===== src/sv/panel_gateway_priority_arbiter_defines.svh =====
// assertion helpers, clocked on clk with async active-low reset rst_n
`ifndef PANEL_GATEWAY_PRIORITY_ARBITER_DEFINES_SVH
`define PANEL_GATEWAY_PRIORITY_ARBITER_DEFINES_SVH

// same-cycle implication
`define PGPA_ASSERT_NOW(label, ante, cons, msg) \
    label: assert property (@(posedge clk) disable iff (!rst_n) (ante) |-> (cons)) \
        else $error(msg);

// next-cycle implication
`define PGPA_ASSERT_NEXT(label, ante, cons, msg) \
    label: assert property (@(posedge clk) disable iff (!rst_n) (ante) |=> (cons)) \
        else $error(msg);

`endif


===== src/sv/pgpa_pkg.sv =====
package pgpa_pkg;

    localparam int CODE_W = 8;

    typedef logic [CODE_W-1:0] code_t;

    typedef enum logic [1:0] {
        KIND_ENABLE  = 2'd0,
        KIND_GATEWAY = 2'd1,
        KIND_PANEL   = 2'd2
    } kind_t;

    typedef struct packed {
        kind_t kind;
        logic  enable;
        logic  connected;
        code_t code;
    } item_t;

    typedef struct packed {
        code_t output_code;
        logic  code_changed;
        logic  pnl_start;
        logic  pnl_release;
        logic  accepted;
    } result_t;

endpackage


===== src/sv/pgpa_core.sv =====
`include "panel_gateway_priority_arbiter_defines.svh"

module pgpa_core (
    input  logic                  clk,
    input  logic                  rst_n,
    input  logic                  cfg_wen,
    input  pgpa_pkg::code_t       cfg_wdata,
    input  logic                  step,
    input  pgpa_pkg::item_t       item,
    output pgpa_pkg::result_t     res
);

    pgpa_pkg::code_t idle_reg;
    pgpa_pkg::code_t gateway_reg;
    pgpa_pkg::code_t gateway_next;
    pgpa_pkg::code_t cur_reg;
    pgpa_pkg::code_t cur_next;
    logic            enabled_reg;
    logic            enabled_next;
    logic            active_reg;
    logic            active_next;
    logic            suppressed_reg;
    logic            suppressed_next;

    logic            press;
    logic            started;
    logic            released;
    logic            accepted;

    always_comb
    begin
        gateway_next    = gateway_reg;
        cur_next        = cur_reg;
        enabled_next    = enabled_reg;
        active_next     = active_reg;
        suppressed_next = suppressed_reg;
        started         = 1'b0;
        released        = 1'b0;
        accepted        = 1'b0;
        press           = item.connected && (item.code != idle_reg);
        unique case (item.kind)
            pgpa_pkg::KIND_ENABLE:
            begin
                released        = active_reg;
                enabled_next    = item.enable;
                active_next     = 1'b0;
                suppressed_next = 1'b1;
                cur_next        = gateway_reg;
            end
            pgpa_pkg::KIND_GATEWAY:
            begin
                if (!((item.code != idle_reg) && active_reg))
                begin
                    accepted     = 1'b1;
                    gateway_next = item.code;
                    if (active_reg)
                    begin
                        suppressed_next = 1'b1;
                    end
                    cur_next = item.code;
                end
            end
            pgpa_pkg::KIND_PANEL:
            begin
                released = !press && active_reg;
                if (!enabled_reg)
                begin
                    active_next     = 1'b0;
                    suppressed_next = 1'b1;
                    cur_next        = gateway_reg;
                end
                else if (suppressed_reg)
                begin
                    if (!press)
                    begin
                        active_next     = 1'b0;
                        suppressed_next = 1'b0;
                        cur_next        = gateway_reg;
                    end
                end
                else
                begin
                    started     = press && !active_reg;
                    active_next = press;
                    if (started)
                    begin
                        gateway_next = idle_reg;
                    end
                    if (press)
                    begin
                        cur_next = item.code;
                    end
                    else if (released)
                    begin
                        cur_next = gateway_reg;
                    end
                end
            end
            default:
            begin
            end
        endcase
    end

    always_comb
    begin
        res.output_code  = cur_next;
        res.code_changed = (cur_next != cur_reg);
        res.pnl_start    = started;
        res.pnl_release  = released;
        res.accepted     = accepted;
    end

    always_ff @(posedge clk or negedge rst_n)
    begin
        if (!rst_n)
        begin
            idle_reg       <= '0;
            gateway_reg    <= '0;
            cur_reg        <= '0;
            enabled_reg    <= 1'b0;
            active_reg     <= 1'b0;
            suppressed_reg <= 1'b1;
        end
        else if (cfg_wen)
        begin
            idle_reg       <= cfg_wdata;
            gateway_reg    <= cfg_wdata;
            cur_reg        <= cfg_wdata;
            enabled_reg    <= 1'b0;
            active_reg     <= 1'b0;
            suppressed_reg <= 1'b1;
        end
        else if (step)
        begin
            gateway_reg    <= gateway_next;
            cur_reg        <= cur_next;
            enabled_reg    <= enabled_next;
            active_reg     <= active_next;
            suppressed_reg <= suppressed_next;
        end
    end

    `PGPA_ASSERT_NOW(a_start_release_excl, step, !(res.pnl_start && res.pnl_release), "panel start and release on one word")
    `PGPA_ASSERT_NOW(a_accept_gateway_only, step && res.accepted, item.kind == pgpa_pkg::KIND_GATEWAY, "accept outside gateway request")
    `PGPA_ASSERT_NEXT(a_start_takes_over, step && !cfg_wen && res.pnl_start, active_reg && (gateway_reg == idle_reg), "panel start left gateway command")
    `PGPA_ASSERT_NEXT(a_cfg_reload, cfg_wen, suppressed_reg && !active_reg && !enabled_reg && (cur_reg == idle_reg), "idle write did not reload state")

endmodule


===== src/sv/panel_gateway_priority_arbiter.sv =====
// channel   dir  tdata (low bit up)                              tuser
// s_axis    in   enable, connected, code[7:0], zero pad to 16    kind[1:0]
// m_axis    out  output_code[7:0], code_changed, pnl_start,
//                pnl_release, accepted, zero pad to 16           -
// cfg       in   cfg_wdata = idle_code[7:0], written when cfg_wen
//
// one word per clock while m_tready stays high; words pass the input, then the result register
// the input register and the result register each take a new word while the next stage drains
// rst_n is asynchronous: idle code 0, panel disabled and suppressed, both registers empty
// a stall on m_tready holds the result and backs up into the input register, then s_tready drops
// an idle code write reloads all arbitration state in the same cycle

module panel_gateway_priority_arbiter (
    input  logic        clk,
    input  logic        rst_n,
    input  logic        cfg_wen,
    input  logic [7:0]  cfg_wdata,      // idle_code
    input  logic        s_tvalid,
    output logic        s_tready,
    input  logic [15:0] s_tdata,        // enable, connected, code[7:0], pad
    input  logic [1:0]  s_tuser,        // kind
    output logic        m_tvalid,
    input  logic        m_tready,
    output logic [15:0] m_tdata         // output_code[7:0], changed, started, released, accepted, pad
);

    logic                in_valid_reg;
    logic                in_valid_next;
    pgpa_pkg::item_t     in_item_reg;
    logic                out_valid_reg;
    logic                out_valid_next;
    pgpa_pkg::result_t   out_res_reg;
    pgpa_pkg::result_t   res;
    logic                advance;
    logic                s_accept;

    assign advance  = in_valid_reg && (!out_valid_reg || m_tready);
    assign s_tready = !in_valid_reg || advance;
    assign s_accept = s_tvalid && s_tready;

    always_comb
    begin
        in_valid_next  = s_accept ? 1'b1 : (advance ? 1'b0 : in_valid_reg);
        out_valid_next = advance ? 1'b1 : (m_tready ? 1'b0 : out_valid_reg);
    end

    pgpa_core u_core (
        .clk       (clk),
        .rst_n     (rst_n),
        .cfg_wen   (cfg_wen),
        .cfg_wdata (cfg_wdata),
        .step      (advance),
        .item      (in_item_reg),
        .res       (res)
    );

    always_ff @(posedge clk or negedge rst_n)
    begin
        if (!rst_n)
        begin
            in_valid_reg  <= 1'b0;
            out_valid_reg <= 1'b0;
        end
        else
        begin
            in_valid_reg  <= in_valid_next;
            out_valid_reg <= out_valid_next;
        end
    end

    always_ff @(posedge clk)
    begin
        if (s_accept)
        begin
            in_item_reg.kind      <= pgpa_pkg::kind_t'(s_tuser);
            in_item_reg.enable    <= s_tdata[0];
            in_item_reg.connected <= s_tdata[1];
            in_item_reg.code      <= s_tdata[9:2];
        end
        if (advance)
        begin
            out_res_reg <= res;
        end
    end

    assign m_tvalid = out_valid_reg;
    assign m_tdata  = {4'b0000, out_res_reg.accepted, out_res_reg.pnl_release,
                       out_res_reg.pnl_start, out_res_reg.code_changed,
                       out_res_reg.output_code};

endmodule


===== config.mk =====
export PLATFORM = sky130hd
export DESIGN_NAME = panel_gateway_priority_arbiter
export DESIGN_NICKNAME = d
export VERILOG_FILES = /design/src/sv/pgpa_pkg.sv /design/src/sv/pgpa_core.sv /design/src/sv/panel_gateway_priority_arbiter.sv
export VERILOG_INCLUDE_DIRS = /design/src /design/src/sv
export SDC_FILE = /design/constraint.sdc
export NUM_CORES = 1
export LEC_CHECK = 0
export BUFFER_PORTS_ARGS = -buffer_cell sky130_fd_sc_hd__buf_2
export CAP_MARGIN = 20
export CORE_AREA = 4 4 82 84
export DETAILED_ROUTE_END_ITERATION = 10
export DIE_AREA = 0 0 86 88
export GPL_ROUTABILITY_DRIVEN = 0
export PLACE_DENSITY = 0.75
export RECOVER_POWER = 50
export SLEW_MARGIN = 5
export SYNTH_ARGS = -nofsm -noshare
export SYNTH_HDL_FRONTEND = slang
export SYNTH_HIERARCHICAL = 1
export SYNTH_SLANG_ARGS = --single-unit
export TNS_END_PERCENT = 10

===== constraint.sdc =====
create_clock -name clk -period 4.8 [get_ports clk]
set_clock_uncertainty 0.05 [all_clocks]
set_input_delay 0.72 -clock clk [delete_from_list [all_inputs] [get_ports clk]]
set_output_delay 0.72 -clock clk [all_outputs]
set_load 0.02 [all_outputs]

Word-level counts from Yosys, hierarchy flattened
Cells that the tools add are included.
{"block": "classes", "eq_ne": 10, "mux": 39, "reduce_logical": 25, "n_bitwise": 2}
{"operator": "8-bit 2-to-1 mux", "count": 14}
{"operator": "8-bit case mux with 3 select lines", "count": 1}
{"operator": "1-bit 2-to-1 mux", "count": 20}
{"operator": "8-bit != test", "count": 2}
{"operator": "8-bit case mux with 2 select lines", "count": 1}
{"operator": "3-bit by 2-bit != test with 1-bit output (second input constant)", "count": 3}
{"operator": "2-bit nonzero test", "count": 4}
{"operator": "1-bit logical AND", "count": 6}
{"operator": "3-bit != test (second input constant)", "count": 2}
{"operator": "6-bit AND reduction", "count": 1}
{"operator": "3-bit nonzero test", "count": 2}
{"operator": "5-bit != test (second input constant)", "count": 1}
{"operator": "1-bit zero test", "count": 4}
{"operator": "1-bit case mux with 2 select lines", "count": 2}
{"operator": "4-bit AND reduction", "count": 1}
{"operator": "4-bit nonzero test", "count": 1}
{"operator": "1-bit case mux with 3 select lines", "count": 1}
{"operator": "3-bit AND reduction", "count": 1}
{"operator": "3-bit OR reduction", "count": 1}
{"operator": "2-bit by 1-bit equality test with 1-bit output (second input constant)", "count": 1}
{"operator": "2-bit equality test (second input constant)", "count": 1}
{"operator": "2-bit zero test", "count": 1}
{"operator": "1-bit logical OR", "count": 2}
{"operator": "1-bit NOT", "count": 2}
{"operator": "2-bit AND reduction", "count": 1}
{"block": "totals", "elab_cells": 93, "reg_bits": 53, "output_inout_bits": 18, "input_bits": 31}

Logic depth before layout (Yosys ltp)
Gate-level depths: netlist of the first run.
{"block": "logic_depth", "depth_word": 11, "mapped_depth": 11, "ltp_nobuf": 10}

By module
Netlist of the first run, hierarchy kept.
{"mod": "pgpa_core", "seq_area_each_um2": 676.9, "instances": 1, "cells_each": 285, "area_each_um2": 2292.2}
{"mod": "panel_gateway_priority_arbiter", "seq_area_each_um2": 770.7, "instances": 1, "cells_each": 37, "area_each_um2": 858.3}

Worst setup path before layout of the first run
Ideal clock, no wire load.
{"block": "synth_path", "kind": "flip-flop to flip-flop", "start": "register in_item_reg[10] in the netlist's numbering", "end": "register out_res_reg, in the netlist m_tdata[8], data pin", "setup_ps": 275, "path_stages_with_launch": 11, "arrival_ps": 2233, "setup_slack_ps": 2241, "synth_period_minus_slack_ps": 2559, "required_ps": 4475, "n_path_buf": 1, "path_cell_list": "edfxtp_1 > inv_1 > ha_1 > buf_2 > a21o_1 > a221oi_1 > o2bb2ai_1 > a311oi_1 > o2111ai_1 > o41ai_1 > nand4_1"}
{"element": "start: declaration", "line": "panel_gateway_priority_arbiter.sv:29", "source": "pgpa_pkg::item_t in_item_reg;"}
{"element": "end signal: assignment", "line": "panel_gateway_priority_arbiter.sv:82", "source": "out_res_reg <= res;"}
{"element": "end: declaration", "line": "panel_gateway_priority_arbiter.sv:32", "source": "pgpa_pkg::result_t out_res_reg;"}

==> reports/summary.txt, run 1 <==
Synth Area in Compound Gates: 24.7%
Hold buffers post-CTS: 0
Grt ovf: 0
CP endpoint kind: flop
Hold crit path type: reg2reg
Adder-cell share of the synthesized area: 1.59%
Max-cap violations: 1
Deepest clock path buffer count: 2
EDFF count, synth: 24
Slew Limit Headroom: -13.1%
Actual slew at the worst max-slew pin: 1.70 ns
Post-Synth XOR/XNOR Area: 2.22%
Final Hold Fails: 0
Final cycle utilization of the critical path: 66.8%
Syn_area_per_cell: 9.78 um^2
Initial Utilization: 53.2%
Violated checks: capacitance limit, slew limit
Clock Latency Late Sink: 0.31 ns
DIE AREA: 0.00757 mm^2
Post-Synthesis Cell Area: 0.00315 mm^2
Post-Route WL: 7.80 mm
CTS Root Cell: clkbuf_8
Largest family of logic cells by synthesized area: compound AO/OA/AOI/OAI gates
CP Data Arrival Time: 3.20 ns
Clock sink count: 53
Dpl cell area: 0.00333 mm^2
IO Pins: 49
Nets: 383
Ys flop type: dfrtp_1
Power, Total: 1070 uW
CTS tree: yes
Post-route DRC: 0
Core Region: 0.00592 mm^2
Post-DRT Antenna Nets: 0
Dpl hpwl: 5.63 mm
Crit path max fanout: 16
CP Launch Type: flop
Vias per inst: 6.37
Die Ht: 88 um
CTS resizes: 0
Yosys warns: 6
Yosys reg bits: 53
Syn Inst Count: 322
Post CTS Setup Buffer Count: 0
Antenna violations before repair: 0
Sum of negative setup slack: 0 ns
Core Rows: 28
Fill count: 522
Power per cell area: 312 mW/mm^2
All-Layer GR Usage: 20.9%
RSZ-0062 raised after global routing: no
Status: finished, violations left
Final min period: 3.21 ns
Final Max Tran Viols: 30
Vias in the first global route: 2460
Share of post-route cells with drive strength above 1: 17.8%
Die X-Extent: 86 um
Routed WL per cell: 18.4 um
Final Cell Area: 0.00342 mm^2
Sequential area share after synthesis: 45.9%
Mux contribution to synthesized area: 6.43%
Initial DRC Count: 391
Required time of the critical path: 4.79 ns
DR pass1 iterations: 5
Max Clk Rate: 0.312 GHz
First-pass GRT wire length: 12.4 mm
I/O Buffers: 38
Synth-to-layout area growth: 8.54%
Synth cell types: 65
Asr flop ratio synth: 54.7%
# setup viols final: 0
Antenna cells: 0
Largest net degree at the start of global routing: 36
CTS H-tree depth: 2
Reg clk slew, reported paths: 0.09 ns
Maximum VDD drop: 178 uV
Setup CP Type: reg2reg
DR vias: 2701
Simple-gate share of the synthesized area: 12.2%
Leak: 0.00143 uW
CTS buffer count: 5
[layout make-up]
class / instances / area [um^2] / area share, %
multi-input cells: 225 / 1490 / 43.5
well taps: 75 / 93.8 / 2.74
flip-flops and latches: 53 / 1450 / 42.3
inverters: 23 / 86.3 / 2.52
clock inverters: 1 / 5.00 / 0.146
repair buffers: 40 / 203 / 5.93
clock buffers: 7 / 97.6 / 2.85
[synthesized netlist by cell type, drive strengths merged, types with 4 or more instances]
library cell | number | area share (%)
o21ai | 32 | 5.3
dfrtp | 28 | 22
nand2 | 27 | 3.2
a21oi | 25 | 4.2
edfxtp | 24 | 23
inv | 23 | 2.7
nor2 | 22 | 2.7
mux2i | 18 | 5.7
buf | 12 | 2.6
clkbuf | 12 | 1.4
xnor2 | 8 | 2.2
nand3 | 6 | 1.1
nor3 | 5 | 0.79
o211ai | 5 | 1.2
a221o | 4 | 1.3
a2bb2oi | 4 | 1.1
ha | 4 | 1.6
[worst max-delay path: stages, from the launching register on]
cell and delay (ns):
edfxtp_1 0.40, inv_1 0.07, ha_1 0.44, a21o_1 0.38, a221oi_1 0.53, o2bb2ai_1 0.15, a311oi_1 0.30, o2111ai_1 0.16
o41ai_1 0.33, nand4_1 0.13
[where the power goes]
group          leakage, uW  switching [uW]  total (uW)  internal (uW)
Combinational     0.000795             139         227           87.9
Sequential        0.000582            43.9         564            520
Clock            0.0000534             141         275            134
[path summary, 6_finish.rpt]
check | start | end | slack [ns] | cells past startpoint
worst max-delay path | in_item_reg[10] | m_tdata[8] | 1.59 | 9
worst min-delay path | in_valid_reg | m_tvalid | 0.45 | 1
worst max register to register | in_item_reg[10] | m_tdata[8] | 1.59 | 9
worst min register to register | in_valid_reg | m_tvalid | 0.45 | 1
max in group asynchronous | rst_n | u_core/cur_reg[5] | 2.93 | 1
min in group asynchronous | rst_n | u_core/idle_reg[0] | 0.79 | 1
[placed cells by master, fill, tap and decap left out, types with 5 or more instances in the layout]
cell type   n
edfxtp_1   24
nor3_1      5
inv_1      23
nand3_1     5
a21oi_1    23
nor2_1     21
nand2_1    27
mux2i_1    18
dfrtp_1    28
xnor2_1     8
clkbuf_8    5
buf_2      36
o211ai_1    5
o21ai_0    28
[cells by family (layout without fill, tap and decap cells)]
| group | Yosys count | count (layout) |
|---|---|---|
| simple gates | 76 | 76 |
| fa+ha+maj | 4 | 4 |
| compound gates | 113 | 113 |
| other cells | 1 | 4 |
| buf+inv | 47 | 71 |
| flops | 53 | 53 |
| mux | 20 | 20 |
| xor+xnor | 8 | 8 |
[through the flow]
| step | setup WS, ns | util, % | hold slack [ns] | instances |
|---|---|---|---|---|
| final | 1.59 | 57.8 | 0.449 | 424 |
| after global routing | 1.53 | 57.8 | 0.465 | 424 |
| after CTS | 1.66 | 58.1 | 0.412 | 424 |
| after detailed placement | 1.71 | 56.3 | 0.486 | 416 |
| after global placement | 1.73 | 56.3 | 0.471 | 416 |
| after floorplan | 2.24 | - | 0.374 | 325 |
[routing by layer]
metal,wire length [um],GRT usage (%),vias up,share of wire [%]
li1,-,-,1233,-
met1,3250,28.0,1268,42
met2,3600,32.7,170,46
met3,705,4.61,30,9.0
met4,244,9.50,0,3.1
met5,0,0,-,0
Note: power is estimated with default switching activity, not from simulation.
==> inputs of run 2 (changes only) <==
--- a/config.mk
+++ b/config.mk
@@ -8,11 +8,11 @@
 export LEC_CHECK = 0
 export BUFFER_PORTS_ARGS = -buffer_cell sky130_fd_sc_hd__buf_2
 export CAP_MARGIN = 20
-export CORE_AREA = 4 4 82 84
+export CORE_AREA = 4 4 84 86
 export DETAILED_ROUTE_END_ITERATION = 10
-export DIE_AREA = 0 0 86 88
+export DIE_AREA = 0 0 88 90
 export GPL_ROUTABILITY_DRIVEN = 0
-export PLACE_DENSITY = 0.75
+export PLACE_DENSITY = 0.74
 export RECOVER_POWER = 50
 export SLEW_MARGIN = 5
 export SYNTH_ARGS = -nofsm -noshare
==> constraint.sdc (replaced) <==
create_clock -name clk -period 2.85 [get_ports clk]
set_clock_uncertainty 0.05 [all_clocks]
set_input_delay 0.4275 -clock clk [delete_from_list [all_inputs] [get_ports clk]]
set_output_delay 0.4275 -clock clk [all_outputs]
set_load 0.02 [all_outputs]
==> reports/summary.txt, run 2 (synthesis gave the netlist of run 1 again) <==
Comb power frac: 23.8%
Dpl cell area: 0.00347 mm^2
Maximum VDD drop: 276 uV
Final min period: 2.82 ns
Antenna violations before repair: 0
Share of post-route cells with drive strength above 1: 24.7%
CTS Root Cell: clkbuf_8
Seq pwr share: 51.6%
Final Cell Area: 0.00364 mm^2
Fill count: 541
Internal power: 1250 uW
Post-route DRC: 0
Final cycle utilization of the critical path: 99.1%
PnR worst setup slack: 0.0269 ns
CP Launch Type: flop
Die Ht: 90 um
Die X-Extent: 88 um
Core Rows: 29
All-Layer GR Usage: 21.3%
Hold WS: 0.239 ns
CP Data Arrival Time: 2.80 ns
Nets: 402
Post-Route WL: 8.20 mm
Most common cell after layout, fill and taps aside: buf_2
DR pass1 iterations: 6
Final Max Tran Viols: 30
Deepest clock path buffer count: 2
Routed WL per cell: 18.4 um
Antenna cells: 0
Sum of negative setup slack: 0 ns
Power per cell area: 503 mW/mm^2
CP endpoint kind: flop
Synth-to-layout area growth: 15.5%
Sw frac: 31.7%
Max Clk Rate: 0.354 GHz
Reg clk slew, reported paths: 0.10 ns
Clock Latency Late Sink: 0.31 ns
I/O Buffers: 38
Leak: 0.00155 uW
DIE AREA: 0.00792 mm^2
Initial Utilization: 50.2%
CTS buffer count: 5
Clk pwr share: 24.6%
Core Region: 0.00628 mm^2
# setup viols final: 0
Commonest cells after routing, fill and taps aside: 36 x buf_2, 28 x dfrtp_1, 28 x o21ai_0, 27 x nand2_1, 24 x edfxtp_1
Place WS: 0.132 ns
Max-cap violations: 1
Crit path max fanout: 6
Clock sink count: 53
CTS tree: yes
Violated checks: capacitance limit, slew limit
Initial DRC Count: 582
Slew Limit Headroom: -10.1%
Largest net degree at the start of global routing: 36
First-pass GRT wire length: 13.2 mm
Switch Pwr: 579 uW
IO Pins: 49
DR vias: 2828
Grt ovf: 0
Vias in the first global route: 2642
Dpl hpwl: 5.97 mm
Status: finished, violations left
Hold crit path type: in2reg
CTS H-tree depth: 2
Required time of the critical path: 2.83 ns
Setup CP Type: reg2reg
Actual slew at the worst max-slew pin: 1.65 ns
Vias per inst: 6.36
Power, Total: 1830 uW
Final Hold Fails: 0
Post-DRT Antenna Nets: 0
run 2: cell types whose count changed in the layout (fill, tap and decap cells not counted), moves of 2 or more:
cell / previous run / this run
xnor2_2: 0 / 3
xnor2_1: 8 / 5
buf_4: 2 / 21
o21ai_4: 0 / 2
o21ai_2: 2 / 0
run 2: final timing paths:
check	from	endpoint	slack, ns	depth (start not counted)
max	in_item_reg[10]	m_tdata[8]	0.03	10
max in group asynchronous	rst_n	u_core/gateway_reg[1]	1.32	1
max reg2reg	in_item_reg[10]	m_tdata[8]	0.03	10
min	s_tuser[1]	in_item_reg[11]	0.24	1
min in group asynchronous	rst_n	u_core/active_reg	0.48	1
min reg2reg	in_valid_reg	m_tvalid	0.48	1
run 2: worst max-delay path, cell delays in order, from the launching register on:
cell and delay (ns):
edfxtp_1 0.40, inv_1 0.08, ha_1 0.26, a21o_1 0.22, buf_4 0.18, a21o_1 0.18
a311oi_1 0.34, o31a_1 0.28, o221ai_1 0.18, o41ai_2 0.22, nand4_1 0.15
run 2: repair_timing:
item                       4_1_cts  5_1_grt
resized for setup                0       13
setup endpoints to repair        0        3
hold buffers                     0        0
buffers inserted                 0        1
run 2: power groups by stage:
stage	clock network [uW]	logic [uW]	registers (uW)
3_3_place_gp	0	402	951
6_report	451	435	943
4_1_cts	464	413	939
5_1_grt	492	476	953
2_1_floorplan	0	266	960
3_5_place_dp	0	412	954
run 2: metal layers:
layer / up-vias / GRT usage (%) / wire (um)
met4: 0 / 10.1 / 347
met3: 48 / 4.11 / 863
met5: - / 0 / 0
met1: 1292 / 28.9 / 3220
met2: 216 / 32.2 / 3760
li1: 1272 / - / -
run 2: stage by stage:
stage / cells / util (%)
2_1_floorplan: 325 / -
3_3_place_gp: 436 / 55.3
5_1_grt: 445 / 58.0
3_5_place_dp: 436 / 55.3
6_report: 445 / 58.0
4_1_cts: 444 / 56.8
run 2: layout make-up:
type / count / area, um^2 / area share (%)
multi-input combinational: 225 / 1570 / 43.1
sequential: 53 / 1450 / 39.8
timing repair buffer: 59 / 345 / 9.49
tap: 77 / 96.3 / 2.65
inverter: 23 / 86.3 / 2.37
clock buffer: 6 / 82.6 / 2.27
clock inverter: 2 / 13.8 / 0.378
